===== src/hw/rtl/cfr_pkg.sv =====
// cfr_pkg: shared types, constants and the crc-32c byte update for the frame receiver
// no dependencies; used by every module under hw/rtl except cfr_in_stage
package cfr_pkg;

	// header layout
	localparam int HEADER_BYTES = 16;
	localparam int POS_W        = 5;

	localparam logic [POS_W-1:0] POS_MAGIC   = 5'd4;
	localparam logic [POS_W-1:0] POS_VERSION = 5'd6;
	localparam logic [POS_W-1:0] POS_TYPE    = 5'd8;
	localparam logic [POS_W-1:0] POS_LENGTH  = 5'd12;
	localparam logic [POS_W-1:0] POS_CRC_END = 5'd12;
	localparam logic [POS_W-1:0] POS_LAST    = POS_W'(HEADER_BYTES);

	localparam logic [31:0] FRAME_MAGIC = 32'h494F_4246;
	localparam logic [31:0] CRC_POLY    = 32'h82F6_3B78;
	localparam logic [31:0] CRC_INIT    = 32'hFFFF_FFFF;

	// frame status codes
	localparam logic [2:0] ST_OK      = 3'd0;
	localparam logic [2:0] ST_MAGIC   = 3'd1;
	localparam logic [2:0] ST_VERSION = 3'd2;
	localparam logic [2:0] ST_SIZE    = 3'd3;
	localparam logic [2:0] ST_CRC     = 3'd4;

	// configuration register indexes, other indexes are ignored
	localparam int CFG_IDX_W = 2;
	localparam logic [CFG_IDX_W-1:0] CFG_EXPECTED_VERSION = 2'd0;
	localparam logic [CFG_IDX_W-1:0] CFG_MAX_PAYLOAD      = 2'd1;

	// one result word
	typedef struct packed {
		logic [15:0] msg_type;
		logic [7:0]  data_byte;
		logic        byte_valid;
		logic        frame_end;
		logic [2:0]  status;
	} result_t;

	// reflected crc-32c, one byte per call, eight bit steps
	function automatic logic [31:0] crc32c_byte(input logic [31:0] crc, input logic [7:0] b);
		logic [31:0] c;
		c = crc ^ {24'd0, b};
		for (int k = 0; k < 8; k++) begin
			c = c[0] ? ((c >> 1) ^ CRC_POLY) : (c >> 1);
		end
		return c;
	endfunction

endpackage


===== src/hw/rtl/cfr_in_stage.sv =====
// cfr_in_stage: input register for received bytes
// depends on: nothing beyond the valid/stall handshake
module cfr_in_stage (
	input  logic       clk,
	input  logic       arst_n,
	input  logic       in_valid,
	input  logic [7:0] rx_byte,
	output logic       in_stall,
	input  logic       take,
	output logic       valid_s1,
	output logic [7:0] byte_s1
);

	// stall only while a held word cannot move on
	assign in_stall = valid_s1 && !take;

	// control bit
	always_ff @(posedge clk or negedge arst_n) begin
		if (!arst_n) begin
			valid_s1 <= 1'b0;
		end else if (!in_stall) begin
			valid_s1 <= in_valid;
		end
	end

	// payload, loaded only when a word is accepted
	always_ff @(posedge clk) begin
		if (in_valid && !in_stall) begin
			byte_s1 <= rx_byte;
		end
	end

endmodule


===== src/hw/rtl/cfr_parser.sv =====
// cfr_parser: header parse, length count, running crc-32c and status for each byte
// depends on: cfr_pkg
module cfr_parser (
	input  logic                clk,
	input  logic                arst_n,
	input  logic                take,
	input  logic [7:0]          byte_s1,
	input  logic [15:0]         expected_version,
	input  logic [31:0]         max_payload,
	output logic                res_valid,
	output cfr_pkg::result_t    res
);

	logic [cfr_pkg::POS_W-1:0] pos_q, pos_n;
	logic                      in_payload_q, in_payload_n;
	logic [31:0]               header_word_q, header_word_n;
	logic [15:0]               frame_type_q, frame_type_n;
	logic [31:0]               remaining_q, remaining_n;
	logic [31:0]               stored_crc_q, stored_crc_n;
	logic [31:0]               crc_q, crc_n;
	logic [2:0]                fault_q, fault_n;
	logic [31:0]               crc_upd;
	logic                      restart;

	assign crc_upd = cfr_pkg::crc32c_byte(crc_q, byte_s1);

	// next state and result for the word in the input register
	always_comb begin
		pos_n         = pos_q;
		in_payload_n  = in_payload_q;
		header_word_n = header_word_q;
		frame_type_n  = frame_type_q;
		remaining_n   = remaining_q;
		stored_crc_n  = stored_crc_q;
		crc_n         = crc_q;
		fault_n       = fault_q;
		restart       = 1'b0;
		res_valid     = 1'b0;
		res.msg_type  = frame_type_q;
		res.data_byte = 8'd0;
		res.byte_valid = 1'b0;
		res.frame_end = 1'b0;
		res.status    = cfr_pkg::ST_OK;

		if (in_payload_q) begin
			// payload word passes straight through
			crc_n          = crc_upd;
			remaining_n    = remaining_q - 32'd1;
			res_valid      = 1'b1;
			res.data_byte  = byte_s1;
			res.byte_valid = 1'b1;
			if (remaining_n == 32'd0) begin
				res.frame_end = 1'b1;
				res.status    = ((~crc_upd) == stored_crc_q) ? cfr_pkg::ST_OK
				                                             : cfr_pkg::ST_CRC;
				restart       = 1'b1;
			end
		end else begin
			// header word: shift in, check fields as they complete
			if (pos_q < cfr_pkg::POS_CRC_END) begin
				crc_n = crc_upd;
			end
			header_word_n = {byte_s1, header_word_q[31:8]};
			pos_n         = pos_q + 1'b1;
			unique case (pos_n)
				cfr_pkg::POS_MAGIC: begin
					if (header_word_n != cfr_pkg::FRAME_MAGIC && fault_q == cfr_pkg::ST_OK)
						fault_n = cfr_pkg::ST_MAGIC;
				end
				cfr_pkg::POS_VERSION: begin
					if (header_word_n[31:16] != expected_version && fault_q == cfr_pkg::ST_OK)
						fault_n = cfr_pkg::ST_VERSION;
				end
				cfr_pkg::POS_TYPE: begin
					frame_type_n = header_word_n[31:16];
				end
				cfr_pkg::POS_LENGTH: begin
					remaining_n = header_word_n;
					if (header_word_n > max_payload && fault_q == cfr_pkg::ST_OK)
						fault_n = cfr_pkg::ST_SIZE;
				end
				default: ;
			endcase

			// end of header
			if (pos_n == cfr_pkg::POS_LAST) begin
				stored_crc_n = header_word_n;
				res.msg_type = frame_type_n;
				if (fault_n != cfr_pkg::ST_OK) begin
					res_valid     = 1'b1;
					res.frame_end = 1'b1;
					res.status    = fault_n;
					restart       = 1'b1;
				end else if (remaining_n == 32'd0) begin
					res_valid     = 1'b1;
					res.frame_end = 1'b1;
					res.status    = ((~crc_n) == header_word_n) ? cfr_pkg::ST_OK
					                                            : cfr_pkg::ST_CRC;
					restart       = 1'b1;
				end else begin
					in_payload_n = 1'b1;
					pos_n        = '0;
				end
			end
		end

		// back to waiting for a header
		if (restart) begin
			pos_n         = '0;
			in_payload_n  = 1'b0;
			header_word_n = '0;
			remaining_n   = '0;
			crc_n         = cfr_pkg::CRC_INIT;
			fault_n       = cfr_pkg::ST_OK;
		end
	end

	// frame state
	always_ff @(posedge clk or negedge arst_n) begin
		if (!arst_n) begin
			pos_q         <= '0;
			in_payload_q  <= 1'b0;
			header_word_q <= '0;
			frame_type_q  <= '0;
			remaining_q   <= '0;
			stored_crc_q  <= '0;
			crc_q         <= cfr_pkg::CRC_INIT;
			fault_q       <= cfr_pkg::ST_OK;
		end else if (take) begin
			pos_q         <= pos_n;
			in_payload_q  <= in_payload_n;
			header_word_q <= header_word_n;
			frame_type_q  <= frame_type_n;
			remaining_q   <= remaining_n;
			stored_crc_q  <= stored_crc_n;
			crc_q         <= crc_n;
			fault_q       <= fault_n;
		end
	end

endmodule


===== src/hw/rtl/cfr_out_stage.sv =====
// cfr_out_stage: result register on the output channel
// depends on: cfr_pkg
module cfr_out_stage (
	input  logic             clk,
	input  logic             arst_n,
	input  logic             load,
	input  logic             res_valid,
	input  cfr_pkg::result_t res,
	input  logic             out_stall,
	output logic             out_free,
	output logic             out_valid,
	output cfr_pkg::result_t res_q
);

	logic out_valid_q;

	assign out_free  = !out_valid_q || !out_stall;
	assign out_valid = out_valid_q;

	// control bit
	always_ff @(posedge clk or negedge arst_n) begin
		if (!arst_n) begin
			out_valid_q <= 1'b0;
		end else if (out_free) begin
			out_valid_q <= load && res_valid;
		end
	end

	// result word, held while stalled
	always_ff @(posedge clk) begin
		if (out_free && load && res_valid) begin
			res_q <= res;
		end
	end

endmodule


===== src/hw/rtl/crc32c_frame_receiver.sv =====
// crc32c_frame_receiver: top level of the length-prefixed frame receiver
// depends on: cfr_pkg, cfr_in_stage, cfr_parser, cfr_out_stage
//
// Received bytes enter on in_valid/in_stall/rx_byte, one word per cycle while in_stall is low.
// Each frame opens with a 16-byte little-endian header (magic, version,
// type, length, stored crc-32c); payload words then leave on
// out_valid/out_stall with msg_type, data_byte, byte_valid, frame_end and
// status. Header bytes give no output word except the sixteenth, which
// reports a header error or an empty frame. The last word of a frame
// carries frame_end and the crc status.
// A taken byte passes through an input register and a result register,
// with the byte-wide crc update and header checks between them; out_valid
// comes from the result register. One byte is taken every cycle while the
// output drains.
// When out_stall holds a waiting word, the next byte is still taken into
// the input register; in_stall rises only once both registers are full.
// Reset clears both registers, returns the parser to the first header
// byte and loads expected_version 1 and max_payload 1048576.
// cfg_we/cfg_index/cfg_data write a register; index 0 is expected_version
// (low 16 bits), index 1 is max_payload, others are ignored.
module crc32c_frame_receiver (
	input  logic                           clk,
	input  logic                           arst_n,
	input  logic                           in_valid,
	output logic                           in_stall,
	input  logic [7:0]                     rx_byte,
	output logic                           out_valid,
	input  logic                           out_stall,
	output logic [15:0]                    msg_type,
	output logic [7:0]                     data_byte,
	output logic                           byte_valid,
	output logic                           frame_end,
	output logic [2:0]                     status,
	input  logic                           cfg_we,
	input  logic [cfr_pkg::CFG_IDX_W-1:0]  cfg_index,
	input  logic [31:0]                    cfg_data
);

	logic             valid_s1;
	logic [7:0]       byte_s1;
	logic             take;
	logic             out_free;
	logic             res_valid;
	cfr_pkg::result_t res;
	cfr_pkg::result_t res_q;
	logic [15:0]      expected_version_q;
	logic [31:0]      max_payload_q;

	// a held word moves on whenever the result register can take it
	assign take = valid_s1 && out_free;

	// configuration registers
	always_ff @(posedge clk or negedge arst_n) begin
		if (!arst_n) begin
			expected_version_q <= 16'd1;
			max_payload_q      <= 32'd1048576;
		end else if (cfg_we) begin
			unique case (cfg_index)
				cfr_pkg::CFG_EXPECTED_VERSION: expected_version_q <= cfg_data[15:0];
				cfr_pkg::CFG_MAX_PAYLOAD:      max_payload_q      <= cfg_data;
				default: ;
			endcase
		end
	end

	cfr_in_stage u_in (
		.clk      (clk),
		.arst_n   (arst_n),
		.in_valid (in_valid),
		.rx_byte  (rx_byte),
		.in_stall (in_stall),
		.take     (take),
		.valid_s1 (valid_s1),
		.byte_s1  (byte_s1)
	);

	cfr_parser u_parser (
		.clk              (clk),
		.arst_n           (arst_n),
		.take             (take),
		.byte_s1          (byte_s1),
		.expected_version (expected_version_q),
		.max_payload      (max_payload_q),
		.res_valid        (res_valid),
		.res              (res)
	);

	cfr_out_stage u_out (
		.clk       (clk),
		.arst_n    (arst_n),
		.load      (take),
		.res_valid (res_valid),
		.res       (res),
		.out_stall (out_stall),
		.out_free  (out_free),
		.out_valid (out_valid),
		.res_q     (res_q)
	);

	assign msg_type   = res_q.msg_type;
	assign data_byte  = res_q.data_byte;
	assign byte_valid = res_q.byte_valid;
	assign frame_end  = res_q.frame_end;
	assign status     = res_q.status;

`ifndef SYNTH
	// a word that does not close a frame is always a clean payload byte
	a_mid_frame_ok: assert property (@(posedge clk) disable iff (!arst_n)
		out_valid && !frame_end |-> byte_valid && status == cfr_pkg::ST_OK)
		else $error("mid-frame word without payload or with status");

	// a word without payload must close the frame
	a_empty_ends: assert property (@(posedge clk) disable iff (!arst_n)
		out_valid && !byte_valid |-> frame_end)
		else $error("word without payload does not end the frame");

	// header errors never carry a payload byte
	a_hdr_err_no_data: assert property (@(posedge clk) disable iff (!arst_n)
		out_valid && (status == cfr_pkg::ST_MAGIC || status == cfr_pkg::ST_VERSION ||
		status == cfr_pkg::ST_SIZE) |-> !byte_valid && data_byte == 8'd0)
		else $error("header error reported on a payload word");

	// input back-pressure comes only from a stalled full output
	a_stall_source: assert property (@(posedge clk) disable iff (!arst_n)
		in_stall |-> valid_s1 && out_valid && out_stall)
		else $error("input stalled without output back-pressure");
`endif

endmodule


===== config.mk =====
export PLATFORM = sky130hd
export DESIGN_NAME = crc32c_frame_receiver
export DESIGN_NICKNAME = d
export VERILOG_FILES = /design/src/hw/rtl/cfr_pkg.sv /design/src/hw/rtl/cfr_in_stage.sv /design/src/hw/rtl/cfr_parser.sv /design/src/hw/rtl/cfr_out_stage.sv /design/src/hw/rtl/crc32c_frame_receiver.sv
export SDC_FILE = /design/constraint.sdc
export NUM_CORES = 1
export LEC_CHECK = 0
export BUFFER_PORTS_ARGS = -buffer_cell sky130_fd_sc_hd__clkbuf_2
export CORE_ASPECT_RATIO = 1.75
export CORE_MARGIN = 2
export CORE_UTILIZATION = 60
export CTS_BUF_LIST = sky130_fd_sc_hd__clkbuf_16
export DETAILED_ROUTE_END_ITERATION = 10
export HOLD_SLACK_MARGIN = 0.06
export PLACE_DENSITY = 0.78
export SYNTH_ARGS = -nofsm -noshare
export SYNTH_HDL_FRONTEND = slang
export SYNTH_SLANG_ARGS = --single-unit

===== constraint.sdc =====
create_clock -name clk -period 6.05 [get_ports clk]
set_clock_uncertainty 0.1 [all_clocks]
set_input_delay 0 -clock clk [delete_from_list [all_inputs] [get_ports clk]]
set_output_delay 0 -clock clk [all_outputs]
set_load 0.05 [all_outputs]

==> flow_metrics.py <==
metrics = {
    "status": {
        "outcome": "finished with violations",
        "violations": "capacitance limit, slew limit",
    },
    "cells_and_area": {
        "syn_to_final_growth_pct": 11.9,
        "final_cells": 1757,
        "utilization_pct": 67.7,
        "diodes": 0,
        "nets": 1516,
        "final_area_mm2": 0.0161,
        "multi_input_area_mm2": 0.00777,
        "drive_gt1_share_pct": 22.3,
        "regArea_mm2": 0.00603,
        "num-fill-cells": 1812,
    },
    "sta": {
        "setup_violations": 0,
        "max_slew.worst_pin.slew_ns": 1.66,
        "slew_violations": 3,
        "fmax_ghz": 0.214,
        "tns_ns": 0,
        "rsz0062_at_grt": "no",
        "hold_viol": 0,
        "fin_crit_sh_pct": 77.4,
        "max_slew_margin_pct": -12.2,
        "post-route-min-period_ns": 4.68,
    },
    "cts": {
        "cts.sinks": 232,
        "cts_tree": "done",
        "root_buffer": "clkbuf_16",
        "path_clk_slew_ns": 0.07,
        "cts_made_buffers": 23,
        "clkLatencyLatePin_ns": 0.55,
        "htreeDepth": 1,
        "clock_path_buffers": 3,
    },
    "global_route": {
        "use_met1_pct": 39.6,
        "grt_usage_pct": 35.5,
        "top_usage_layer": "met2",
        "grt_pass1_wl_mm": 68.1,
        "grt_antenna_before_repair": 1,
        "gr-total-overflow": 0,
        "use_met2_pct": 59.0,
        "use_met3_pct": 6.58,
        "grt_pass1_vias": 11900,
        "grt_max_degree": 134,
    },
    "die": {
        "die-height_um": 209,
        "num_io_pins": 78,
        "rows": 75,
        "start_util_pct": 60.5,
        "coreArea_mm2": 0.0238,
        "design.die.area_mm2": 0.0254,
        "die_w_um": 121,
    },
    "synth": {
        "synth_common_cells": "dfrtp_1 (161), mux2_2 (105), clkbuf_1 (93)",
        "yosys-top-cells-area": "dfrtp_1 (28%), mux2_2 (8.2%), edfxtp_1 (7.7%)",
        "ys.flop_type": "dfrtp_1",
        "syn_nets": 1457,
        "syn_area_mm2": 0.0144,
        "synth.avg_cell_area_um2": 10.5,
        "synth-edff-count": 37,
        "yosys.area.top_type": "dfrtp_1",
        "synth_most_common_cell": "dfrtp_1",
        "ys_seq_area_share_pct": 41.8,
        "yosys_warnings": 0,
        "synth.distinct_cells": 81,
        "async_reset_ff_share_pct": 84.1,
        "synth.top_cell.area_share_pct": 27.9,
        "synth_cells": 1373,
        "ys_ff_latch": 232,
    },
    "power": {
        "fin_total_pwr_mw": 9.44,
        "power_density_mw_per_mm2": 585,
        "irDropWorstVdd_mv": 0.353,
        "leakage_nw": 7.10,
    },
    "place": {
        "placed_area_mm2": 0.0150,
        "portBuffers": 77,
        "gp_congestion": 1.06,
        "dpl.hpwl_mm": 29.8,
        "place_inst": 1669,
    },
    "setup_path": {
        "startpoint_type": "flip-flop",
        "r2r_cells": 10,
        "arrival_ns": 5.00,
        "crit_type": "reg2reg",
        "crit_required_ns": 6.37,
        "crit_path_end_kind": "flip-flop",
        "worstReg2RegStart": "u_in.byte_s1[6]$_DFFE_PP_",
        "r2r_end": "u_parser.crc_q[0]$_DFFE_PN1P_",
        "critical_path.max_fanout": 16,
        "r2r_slack_ns": 1.37,
    },
    "route": {
        "dr.pass1.iters": 6,
        "vias": 11600,
        "antenna_left": 0,
        "drc": 0,
        "drt_wl_total_mm": 44.3,
        "first_iter_violations": 1218,
        "routedWlPerCell_um": 25.2,
        "vias_per_cell": 6.62,
    },
    "flow_run": {
        "maxCapViolCount": 1,
    },
    "min_path": {
        "hold_depth": 2,
        "worstHoldStart": "rx_byte[4]",
        "hold_end": "u_in.byte_s1[4]$_DFFE_PP_",
        "holdCritPathClass": "in2reg",
    },
}
## where the power goes
group / total (mW) / switching [mW] / internal [mW]
clock: 1.36 / 0.636 / 0.725
sequential: 2.36 / 0.410 / 1.95
combinational: 5.71 / 3.13 / 2.58
## routing by layer
metal,vias up,part of all wire (%)
met5,-,0.12
met4,2,9.6
met3,245,7.6
met2,614,49
met1,5702,34
li1,5073,-
## placed cells by master, fill, tap and decap left out, drive strengths merged, types with 26 or more instances in the layout
cell type / n
a211oi: 32
a21oi: 69
buf: 31
clkbuf: 101
dfrtp: 161
dfstp: 34
dlygate4sd3: 46
edfxtp: 37
ha: 37
inv: 53
mux2: 105
mux2i: 26
nand2: 69
nand3: 48
nor2: 75
nor4: 32
o21ai: 40
xnor2: 95
xor2: 65
## metrics by stage
| stage | hold WS (ns) | setup WS (ns) |
|---|---|---|
| 4_1_cts | 0.0603 | 1.44 |
| 3_5_place_dp | 0.0796 | 1.47 |
| 5_1_grt | 0.0723 | 1.09 |
| 2_1_floorplan | -0.396 | 0.953 |
| 3_3_place_gp | 0.0803 | 1.54 |
| 6_report | 0.0715 | 1.37 |
## sequential cells by signal (all words and copies together), names as in the netlist, 5 cells and up
register and cells:
u_parser.header_word_q 24, u_parser.remaining_q 32, u_in.byte_s1 8, max_payload_q 32, u_parser.stored_crc_q 32, u_parser.crc_q 32, u_parser.frame_type_q 16, u_parser.pos_q 5
expected_version_q 16, u_out.res_q 29
## worst max path at each step
stage                                                end  cells after the start  slack, ns                                  from
after floorplan             u_out.res_q[0]$_SDFFCE_PP0P_                     12       0.95   u_parser.remaining_q[7]$_DFFE_PN0P_
after global placement    u_parser.crc_q[28]$_DFFE_PN1P_                     10       1.54  u_parser.remaining_q[15]$_DFFE_PN0P_
after detailed placement   u_parser.crc_q[0]$_DFFE_PN1P_                     10       1.47  u_parser.remaining_q[15]$_DFFE_PN0P_
after CTS                  u_parser.crc_q[0]$_DFFE_PN1P_                     10       1.44             u_in.byte_s1[6]$_DFFE_PP_
after global routing       u_parser.crc_q[0]$_DFFE_PN1P_                     10       1.09   u_parser.remaining_q[2]$_DFFE_PN0P_
final                      u_parser.crc_q[0]$_DFFE_PN1P_                     10       1.37             u_in.byte_s1[6]$_DFFE_PP_
## cell families (layout without fill, tap and decap cells)
logic type	after synthesis	count (layout)	synth area share, %
mux	131	131	10.0
buf+inv	164	240	4.56
flops	232	232	41.8
compound gates	271	271	13.1
xor+xnor	183	183	13.6
simple gates	355	355	13.7
fa+ha+maj	37	37	3.21
## final cells by class
cell class,count,share of cell area (%)
clock inverters,18,0.612
well taps,308,2.39
flip-flops and latches,232,37.4
clock buffers,24,3.72
inverters,44,1.02
multi-input cells,977,48.1
repair buffers,154,6.73
## worst max-delay path: stages (launching register included)
cell and delay, ns:
edfxtp_1 0.76, ha_1 0.49, nand2_1 0.06, or3_1 0.41, or4_1 0.57, or4_1 0.53
and3_1 0.24, a21boi_1 0.35, a211o_1 0.53, buf_4 0.39, nand3_1 0.13
## what timing repair did
item / in CTS / in global routing
setup buffers: 0 / 0
gates resized for setup: 0 / 0
hold buffers: 46 / 0
hold endpoints to repair: 180 / 0
No activity file was read; power rests on OpenSTA's default activity.
